<file path="src/sv/twn80_pkg.sv">
// Shared types, constants and table functions for the TWINE-80 cipher block.
// No dependencies; imported by the key schedule, round unit and top level.
package twn80_pkg;

  localparam int NUM_RK = 36;
  localparam int RK_AW  = 6;

  localparam logic [RK_AW-1:0] LAST_RK = RK_AW'(NUM_RK - 1);
  localparam logic [5:0]       MAX_RND = 6'(NUM_RK - 1);

  localparam logic [1:0] CFG_KEY_LOW     = 2'd0;
  localparam logic [1:0] CFG_KEY_HIGH    = 2'd1;
  localparam logic [1:0] CFG_ROUND_COUNT = 2'd2;

  typedef enum logic [1:0] {
    ST_IDLE,
    ST_FETCH,
    ST_RUN,
    ST_DONE
  } state_t;

  // key schedule status and round key store write port
  typedef struct packed {
    logic             busy;
    logic             wr_en;
    logic [RK_AW-1:0] wr_addr;
    logic [31:0]      wr_data;
  } ks_stat_t;

  function automatic logic [3:0] sbox(input logic [3:0] v);
    logic [3:0] s;
    case (v)
      4'h0: s = 4'hC;
      4'h1: s = 4'h0;
      4'h2: s = 4'hF;
      4'h3: s = 4'hA;
      4'h4: s = 4'h2;
      4'h5: s = 4'hB;
      4'h6: s = 4'h9;
      4'h7: s = 4'h5;
      4'h8: s = 4'h8;
      4'h9: s = 4'h3;
      4'hA: s = 4'hD;
      4'hB: s = 4'h7;
      4'hC: s = 4'h1;
      4'hD: s = 4'hE;
      4'hE: s = 4'h6;
      4'hF: s = 4'h4;
      default: s = 4'h0;
    endcase
    return s;
  endfunction

  // encryption shuffle: nibble j moves to position shuf(j)
  function automatic logic [3:0] shuf(input logic [3:0] j);
    logic [3:0] p;
    case (j)
      4'd0:  p = 4'd5;
      4'd1:  p = 4'd0;
      4'd2:  p = 4'd1;
      4'd3:  p = 4'd4;
      4'd4:  p = 4'd7;
      4'd5:  p = 4'd12;
      4'd6:  p = 4'd3;
      4'd7:  p = 4'd8;
      4'd8:  p = 4'd13;
      4'd9:  p = 4'd6;
      4'd10: p = 4'd9;
      4'd11: p = 4'd2;
      4'd12: p = 4'd15;
      4'd13: p = 4'd10;
      4'd14: p = 4'd11;
      4'd15: p = 4'd14;
      default: p = 4'd0;
    endcase
    return p;
  endfunction

  function automatic logic [5:0] rcon(input logic [RK_AW-1:0] i);
    logic [5:0] c;
    case (i)
      6'd0:  c = 6'h01;
      6'd1:  c = 6'h02;
      6'd2:  c = 6'h04;
      6'd3:  c = 6'h08;
      6'd4:  c = 6'h10;
      6'd5:  c = 6'h20;
      6'd6:  c = 6'h03;
      6'd7:  c = 6'h06;
      6'd8:  c = 6'h0C;
      6'd9:  c = 6'h18;
      6'd10: c = 6'h30;
      6'd11: c = 6'h23;
      6'd12: c = 6'h05;
      6'd13: c = 6'h0A;
      6'd14: c = 6'h14;
      6'd15: c = 6'h28;
      6'd16: c = 6'h13;
      6'd17: c = 6'h26;
      6'd18: c = 6'h0F;
      6'd19: c = 6'h1E;
      6'd20: c = 6'h3C;
      6'd21: c = 6'h3B;
      6'd22: c = 6'h35;
      6'd23: c = 6'h29;
      6'd24: c = 6'h11;
      6'd25: c = 6'h22;
      6'd26: c = 6'h07;
      6'd27: c = 6'h0E;
      6'd28: c = 6'h1C;
      6'd29: c = 6'h38;
      6'd30: c = 6'h33;
      6'd31: c = 6'h25;
      6'd32: c = 6'h09;
      6'd33: c = 6'h12;
      6'd34: c = 6'h24;
      default: c = 6'h00;
    endcase
    return c;
  endfunction

endpackage

</file>
<file path="src/sv/twine80_block_cipher.sv">
// TWINE-80 block cipher, one round per cycle through a shared round unit.
// A new block is taken only in idle, after the previous result has been loaded for output.
// The round count R is clamped to 35; each block runs R+1 rounds, 36 at the full count.
// Reset and every key write run the key schedule, with no block taken meanwhile.
// Synchronous active-high reset; keys clear to zero, round count to 35.
// Depends on twn80_pkg, twn80_key_sched, twn80_round.
module twine80_block_cipher import twn80_pkg::*; (
  input  logic        clk,
  input  logic        rst,
  input  logic        blk_valid,
  output logic        blk_stall,
  input  logic        kind,
  input  logic [63:0] data_block,
  output logic        res_valid,
  input  logic        res_stall,
  output logic [63:0] result_block,
  input  logic        cfg_valid,
  output logic        cfg_ready,
  input  logic [1:0]  cfg_index,
  input  logic [63:0] cfg_data
);

  state_t           state;
  state_t           state_next;
  logic [63:0]      key_low;
  logic [15:0]      key_high;
  logic [5:0]       round_count;
  logic [5:0]       rounds_eff;
  logic             ks_start;
  logic             ks_pending;
  ks_stat_t         ks_st;
  logic [31:0]      rk_mem [NUM_RK];
  logic [31:0]      rk_q;
  logic [63:0]      x;
  logic [63:0]      rnd_out;
  logic             dec;
  logic [5:0]       step;
  logic [RK_AW-1:0] kidx;
  logic             last;
  logic             more_keys;
  logic             accept;
  logic             cfg_wr;
  logic             res_load;

  assign rounds_eff = (round_count > MAX_RND) ? MAX_RND : round_count;
  assign last       = (step == rounds_eff);
  assign more_keys  = ({1'b0, step} + 7'd1) < {1'b0, rounds_eff};
  assign ks_pending = ks_start | ks_st.busy;
  assign accept     = blk_valid & ~blk_stall;
  assign cfg_wr     = cfg_valid & cfg_ready;
  // an offered block goes first, so no register changes under a starting block
  assign cfg_ready  = (state == ST_IDLE) & ~ks_pending & ~blk_valid;

  // configuration registers
  always_ff @(posedge clk) begin
    if (rst) begin
      key_low     <= '0;
      key_high    <= '0;
      round_count <= MAX_RND;
      ks_start    <= 1'b1;
    end else begin
      ks_start <= cfg_wr & ((cfg_index == CFG_KEY_LOW) | (cfg_index == CFG_KEY_HIGH));
      if (cfg_wr) begin
        case (cfg_index)
          CFG_KEY_LOW:     key_low     <= cfg_data;
          CFG_KEY_HIGH:    key_high    <= cfg_data[15:0];
          CFG_ROUND_COUNT: round_count <= cfg_data[5:0];
          default: ;
        endcase
      end
    end
  end

  twn80_key_sched u_ks (
    .clk   (clk),
    .rst   (rst),
    .start (ks_start),
    .key   ({key_high, key_low}),
    .stat  (ks_st)
  );

  // round key store
  always_ff @(posedge clk) begin
    if (ks_st.wr_en) begin
      rk_mem[ks_st.wr_addr] <= ks_st.wr_data;
    end
    rk_q <= rk_mem[kidx];
  end

  twn80_round u_round (
    .blk     (x),
    .rk      (rk_q),
    .dec     (dec),
    .perm    (~last),
    .blk_out (rnd_out)
  );

  always_ff @(posedge clk) begin
    if (rst) begin
      state <= ST_IDLE;
    end else begin
      state <= state_next;
    end
  end

  always_comb begin
    state_next = state;
    blk_stall  = 1'b1;
    res_load   = 1'b0;
    case (state)
      ST_IDLE: begin
        blk_stall = ks_pending;
        if (blk_valid && !ks_pending) begin
          state_next = ST_FETCH;
        end
      end
      ST_FETCH: state_next = ST_RUN;
      ST_RUN: begin
        if (last) begin
          state_next = ST_DONE;
        end
      end
      ST_DONE: begin
        if (!res_valid || !res_stall) begin
          res_load   = 1'b1;
          state_next = ST_IDLE;
        end
      end
      default: state_next = ST_IDLE;
    endcase
  end

  // datapath: kidx runs one key ahead of the round in use
  always_ff @(posedge clk) begin
    case (state)
      ST_IDLE: begin
        if (accept) begin
          x    <= data_block;
          dec  <= kind;
          step <= '0;
          kidx <= kind ? rounds_eff : '0;
        end
      end
      ST_FETCH: begin
        if (rounds_eff != '0) begin
          kidx <= dec ? kidx - 1'b1 : kidx + 1'b1;
        end
      end
      ST_RUN: begin
        x <= rnd_out;
        if (!last) begin
          step <= step + 1'b1;
        end
        if (more_keys) begin
          kidx <= dec ? kidx - 1'b1 : kidx + 1'b1;
        end
      end
      default: ;
    endcase
  end

  always_ff @(posedge clk) begin
    if (rst) begin
      res_valid <= 1'b0;
    end else if (res_load) begin
      res_valid <= 1'b1;
    end else if (!res_stall) begin
      res_valid <= 1'b0;
    end
  end

  always_ff @(posedge clk) begin
    if (res_load) begin
      result_block <= x;
    end
  end

  // a block is only taken when the key store is settled
  a_accept_fetch: assert property (@(posedge clk) disable iff (rst)
    accept |=> (state == ST_FETCH))
    else $error("block transfer did not start a fetch");

  a_ks_idle: assert property (@(posedge clk) disable iff (rst)
    ks_st.busy |-> (state == ST_IDLE))
    else $error("key schedule running during a block");

  a_res_from_done: assert property (@(posedge clk) disable iff (rst)
    $rose(res_valid) |-> $past(state == ST_DONE))
    else $error("result appeared without a finished block");

  a_kidx_range: assert property (@(posedge clk) disable iff (rst)
    (state == ST_RUN) |-> (kidx <= LAST_RK))
    else $error("round key index out of range");

endmodule

</file>
<file path="src/sv/twn80_key_sched.sv">
// Iterative TWINE-80 key schedule: one 32-bit round key per cycle.
// Depends on twn80_pkg; writes the round key store held in the top level.
module twn80_key_sched import twn80_pkg::*; (
  input  logic        clk,
  input  logic        rst,
  input  logic        start,
  input  logic [79:0] key,
  output ks_stat_t    stat
);

  logic             busy;
  logic [RK_AW-1:0] cnt;
  logic [79:0]      w;
  logic [79:0]      w_next;
  logic [3:0]       wn [20];
  logic [3:0]       un [20];
  logic [3:0]       tn [20];
  logic [5:0]       rc;

  always_comb begin
    rc = rcon(cnt);
    for (int i = 0; i < 20; i++) begin
      wn[i] = w[4*i +: 4];
    end
    un = wn;
    un[1]  = wn[1] ^ sbox(wn[0]);
    un[4]  = wn[4] ^ sbox(wn[16]);
    un[7]  = wn[7] ^ {1'b0, rc[5:3]};
    un[19] = wn[19] ^ {1'b0, rc[2:0]};
    // rotate first four nibbles by one, then the whole word by four
    tn = un;
    tn[0] = un[1];
    tn[1] = un[2];
    tn[2] = un[3];
    tn[3] = un[0];
    for (int k = 0; k < 20; k++) begin
      w_next[4*k +: 4] = (k < 16) ? tn[k + 4] : tn[k - 16];
    end
  end

  always_ff @(posedge clk) begin
    if (rst) begin
      busy <= 1'b0;
      cnt  <= '0;
    end else if (start) begin
      busy <= 1'b1;
      cnt  <= '0;
    end else if (busy) begin
      if (cnt == LAST_RK) begin
        busy <= 1'b0;
      end else begin
        cnt <= cnt + 1'b1;
      end
    end
  end

  always_ff @(posedge clk) begin
    if (start) begin
      w <= key;
    end else if (busy) begin
      w <= w_next;
    end
  end

  always_comb begin
    stat.busy    = busy;
    stat.wr_en   = busy;
    stat.wr_addr = cnt;
    stat.wr_data = {wn[16], wn[15], wn[14], wn[13], wn[6], wn[4], wn[3], wn[1]};
  end

endmodule

</file>
<file path="src/sv/twn80_round.sv">
// TWINE round unit: F-function followed by the forward or inverse shuffle, skipped when perm is low.
// Depends on twn80_pkg; shared by every round under the top level sequencer.
module twn80_round import twn80_pkg::*; (
  input  logic [63:0] blk,
  input  logic [31:0] rk,
  input  logic        dec,
  input  logic        perm,
  output logic [63:0] blk_out
);

  logic [3:0] xn [16];
  logic [3:0] yn [16];

  always_comb begin
    for (int k = 0; k < 16; k++) begin
      xn[k] = blk[4*k +: 4];
    end
    for (int j = 0; j < 8; j++) begin
      xn[2*j+1] = blk[4*(2*j+1) +: 4] ^ sbox(blk[8*j +: 4] ^ rk[4*j +: 4]);
    end
    yn = xn;
    if (perm) begin
      for (int k = 0; k < 16; k++) begin
        if (dec) begin
          yn[k] = xn[shuf(4'(k))];
        end else begin
          yn[shuf(4'(k))] = xn[k];
        end
      end
    end
    for (int k = 0; k < 16; k++) begin
      blk_out[4*k +: 4] = yn[k];
    end
  end

endmodule
</file>
<file path="config.mk">
export PLATFORM = sky130hd
export DESIGN_NAME = twine80_block_cipher
export DESIGN_NICKNAME = d
export VERILOG_FILES = /design/src/sv/twn80_pkg.sv /design/src/sv/twine80_block_cipher.sv /design/src/sv/twn80_key_sched.sv /design/src/sv/twn80_round.sv
export SDC_FILE = /design/constraint.sdc
export NUM_CORES = 2
export LEC_CHECK = 0
export BUFFER_PORTS_ARGS = -buffer_cell sky130_fd_sc_hd__buf_2
export CELL_PAD_IN_SITES_DETAIL_PLACEMENT = 1
export CELL_PAD_IN_SITES_GLOBAL_PLACEMENT = 1
export CORE_ASPECT_RATIO = 0.9
export CORE_UTILIZATION = 54
export DETAILED_ROUTE_END_ITERATION = 6
export PLACE_DENSITY = 0.84
export SLEW_MARGIN = 10
export SYNTH_ARGS = -nofsm -noshare
export SYNTH_HDL_FRONTEND = slang
export SYNTH_SLANG_ARGS = --single-unit
</file>
<file path="constraint.sdc">
create_clock -name clk -period 8.3 [get_ports clk]
set_input_delay 0.415 -clock clk [delete_from_list [all_inputs] [get_ports clk]]
set_output_delay 0.415 -clock clk [all_outputs]
set_load 0.005 [all_outputs]
</file>
==> summary.txt <==
Run status
  – Outcome: completed

Timing
  – Worst-margin pin slew: 1300 ps
  – Final sum of negative setup slack: 0 ps
  – Final Hold Vio Count: 0
  – Hold slack final: 27.4 ps
  – Least setup slack across all paths after layout: about 4400 ps
  – Setup repair after global routing missed its margin: false
  – Worst clock skew: 26.9 ps
  – Total setup violations reported at the end of the flow: 0
  – Max Slew Vio Count: 0
  – Max Fclk: 257 MHz
  – Crit share post-route: 0.469
  – Headroom to the max-slew limit: 0.132
  – Clock period minus final worst setup slack: 3890 ps

Routing
  – DRT iter0 DRCs: approximately 5.5k
  – Drt drc: 0
  – Routed wire length: 205 mm
  – Total via count after detailed routing: 36.6k
  – Routed wire length per instance: 39.2 um
  – Per-cell via count in the routed design: 7.00
  – First-pass iteration count of the detailed router: 5
  – Count of nets left with antenna violations after detail routing: 0

Yosys
  – Adder-cell share of the synthesized area: 0.0151
  – Synth Net Count: around 3.4k
  – Top cell type by total area after synthesis: sky130_fd_sc_hd__edfxtp_1
  – Main combinational cell family by area after synthesis: multiplexers
  – Synth Register Bits: 1,516
  – Cell area after synthesis: 61,100 um2
  – Count of flip-flops with a built-in enable after synthesis: 1,373
  – Synthesized-area fraction occupied by and/or/nand/nor cells: 0.0321
  – Synth cell types: 66
  – Mux contribution to synthesized area: 0.168
  – Largest cells by area after synthesis: sky130_fd_sc_hd__edfxtp_1, sky130_fd_sc_hd__mux4_2, sky130_fd_sc_hd__dfxtp_1, sky130_fd_sc_hd__nand2_1, sky130_fd_sc_hd__mux2i_1
  – Area share of the leading cell type in the synthesized netlist: 0.675
  – Number of warnings reported in the yosys synthesis log: 0
  – Gate count of the mapped netlist: approximately 3.2k
  – Synth Area in XOR/XNOR: 0.0159
  – Commonest register cell after synthesis: sky130_fd_sc_hd__edfxtp_1
  – Share of synthesized area occupied by flip-flops and latches: 0.722
  – Post-synthesis compound-gate area fraction: 0.0321
  – Mean instance size in the synthesized netlist: roughly 19 um2
  – Fraction of registers with async set or reset after synthesis: 0

Final layout
  – Net count of the finished layout: 3,849
  – Share of final-layout standard cells stronger than drive strength 1: 0.265
  – Relative area change from synthesis to final layout: 15.2%
  – Utilization of the core after routing: 0.630
  – Post-Layout Inst Area: 70,400 um2
  – Number of inserted filler cells in the final layout: 9,420

Setup path
  – Arrival time of the worst setup path: 4470 ps
  – Register-to-register setup slack: 4410 ps
  – Capturing element type of the critical path: register
  – Startpoint types: register
  – Family of cells with the greatest summed delay on the critical path: buffers and inverters
  – Worst reg-to-reg path cell count: 6
  – Most prevalent standard cell on the critical path: sky130_fd_sc_hd__mux4_2
  – Delay contributed by the slowest stage of the critical path: 960 ps
  – Data required, critical path: between 8000 and 9000 ps
  – Worst-path cell with the longest stage delay: sky130_fd_sc_hd__buf_4
  – Number of stages on the worst setup path: 6
  – Start of the worst register-to-register path: kidx[1]
  – Number of buffers and inverters on the critical path: 2
  – WS Path Type: reg2reg
  – FF-to-FF End: rk_q[0]
  – Sequence of cells on the critical path: buf_12 > buf_4 > mux4_2 > mux4_2 > mux2i_1 > o21ai_0
  – Critical Path End: rk_q[0]
  – Peak fanout along the critical path: 149
  – Launch point of the worst path: kidx[1]

Power
  – Leak pwr: 23.6 nW
  – Internal power: 15.6 mW
  – Clock share of power: 0.299
  – Worst vdd rail ir drop: between 0.0003 and 0.0004 V
  – Net Sw Frac: 0.323
  – Net Sw Power: 7.45 mW
  – Sequential share of power: 0.404
  – Total power density per cell area: roughly 330 nW/um2
  – Combinational power share: 0.297

CTS
  – CTS Buffer Depth: 3
  – Clock sink count: 1,516
  – TritonCTS clock tree: yes
  – Clock latency on the worst-skew pair: between 700 and 800 ps
  – Post-cts repair resize count: 0
  – Cell at the root of the clock tree: sky130_fd_sc_hd__clkbuf_16
  – Clock transition at path regs: ~80 ps
  – Number of buffers added by the clock tree synthesis step: between 100 and 150
  – Count of H-tree levels built during CTS: 4

Min path
  – Path type of the worst min-delay path: in2reg
  – Hold path depth: 3
  – Worst Hold Launch: data_block[8]

Floorplanning
  – Die Wd: 357 um
  – Number of standard-cell rows in the floorplan: 116
  – Die outline height: 321 um
  – Initial Util: 0.547
  – Area of the core: roughly 110,000 um2
  – Die area: 115,000 um2
  – Count of pins on the block boundary: 203

Placement
  – Sum of net half-perimeters after detailed placement: 102 mm
  – Quantity of I/O buffers inserted on ports: 202
  – Weighted congestion at the end of routability-driven global placement: 0.850
  – Place WS: roughly 4700 ps
  – Instance area at placement: 64,200 um2

GRT
  – Congestion Overflow GR: 0
  – Antenna violations before repair: 11
  – Vias in the first global route: 38.1k
  – Pin count of the biggest net entering global routing: 150
  – GRT Util Overall: 0.360
  – Global-route wire length before repair: 287 mm

Job
  – Count of max-cap constraint violations: 0
-- kinds of logic (layout without fill, tap and decap cells) --
group                      count (synthesis)  after routing
DFF                                     1516           1516
muxes                                    552            552
and+or+nand+nor                          450            450
AOI/OAI and AO/OA                        308            308
buffers and inverters                    231            747
xor gates and xnor gates                 110            110
adders and majority gates                 73             73
other                                      0              4
-- final cells by class --
cell class	count	area, um2	area share
antenna	4	10.0	0.000142
clock buffer	212	4170	0.0592
clock inverter	49	522	0.00741
inverter	61	230	0.00327
multi-input combinational	1493	16400	0.233
sequential	1516	44100	0.626
tap	1475	1850	0.0262
timing repair buffer	425	3170	0.0450
-- per-layer routing --
metal	up-vias	part of all wire	global-route usage
met5	-	0.000059	0
met4	2	0.063	0.194
met3	761	0.11	0.0711
met1	18900	0.34	0.460
li1	13700	-	-
met2	3230	0.48	0.585
-- worst reg2reg max path, delay by kind of cell, from the launching register on --
family                 cells  cell delay, ps
buffers and inverters      2            1710
muxes                      3            1330
DFF                        1             490
AOI/OAI and AO/OA          1             170
-- how the worst min path moves through the flow --
stage / slack [ps] / endpoint
after floorplan: 430 / key_high[10]
after global placement: 440 / key_low[7]
after detailed placement: 450 / key_low[31]
after CTS: 6 / x[8]
after global routing: 30 / x[8]
final: 30 / x[8]
-- repair_timing --
action | CTS | global route
setup buffers | 0 | 0
endpoints found under the setup margin | 0 | 0
hold buffers | 131 | 0
endpoints found under the hold margin | 147 | 0
-- cell usage in the layout, fill, tap and decap left out, drive strengths merged, types with 63 or more instances in the layout --
master and n:
a21oi 125, buf 292, clkbuf 214, dfxtp 143, dlygate4sd3 131, edfxtp 1373, ha 72, inv 63
mux2 82, mux2i 101, mux4 369, nand2 287, nor2 65, xnor2 77
-- power by group through the flow --
| stage | clock network (mW) | logic (mW) | registers (mW) |
|---|---|---|---|
| 6_report | 6.90 | 6.85 | 9.33 |
| 5_1_grt | 7.11 | 7.09 | 9.32 |
| 4_1_cts | 6.74 | 6.48 | 9.33 |
| 3_5_place_dp | 0 | 6.23 | 9.48 |
| 3_3_place_gp | 0 | 5.92 | 9.45 |
| 2_1_floorplan | 0 | 4.50 | 9.26 |
-- synthesized netlist by cell type, drive strengths merged (33+ instances only) --
cell type,instances
xor2,33
buf,62
a21oi,125
mux2i,101
nand2,287
xnor2,77
o21ai,60
nor2,65
inv,60
edfxtp,1373
dfxtp,143
mux2,82
mux4,369
clkbuf,108
ha,72
-- sequential cells by signal (all words and copies together), names as in the netlist, named ones only --
| name | count |
|---|---|
| dec | 1 |
| key_high | 16 |
| key_low | 64 |
| kidx | 6 |
| ks_start | 1 |
| res_valid | 1 |
| result_block | 64 |
| rk_mem | 1152 |
| rk_q | 32 |
| round_count | 6 |
| state | 2 |
| step | 6 |
| u_ks.busy | 1 |
| u_ks.cnt | 6 |
| u_ks.rc | 6 |
| u_ks.w | 80 |
| x | 64 |
-- per-stage QoR --
stage / power (mW) / std cells
floorplan: 13.8 / 3240
global route: 23.5 / 5232
CTS: 22.6 / 5221
detailed placement: 15.7 / 4829
finish: 23.1 / 5235
global placement: 15.4 / 4829
Power figures use the tool's default switching activity.
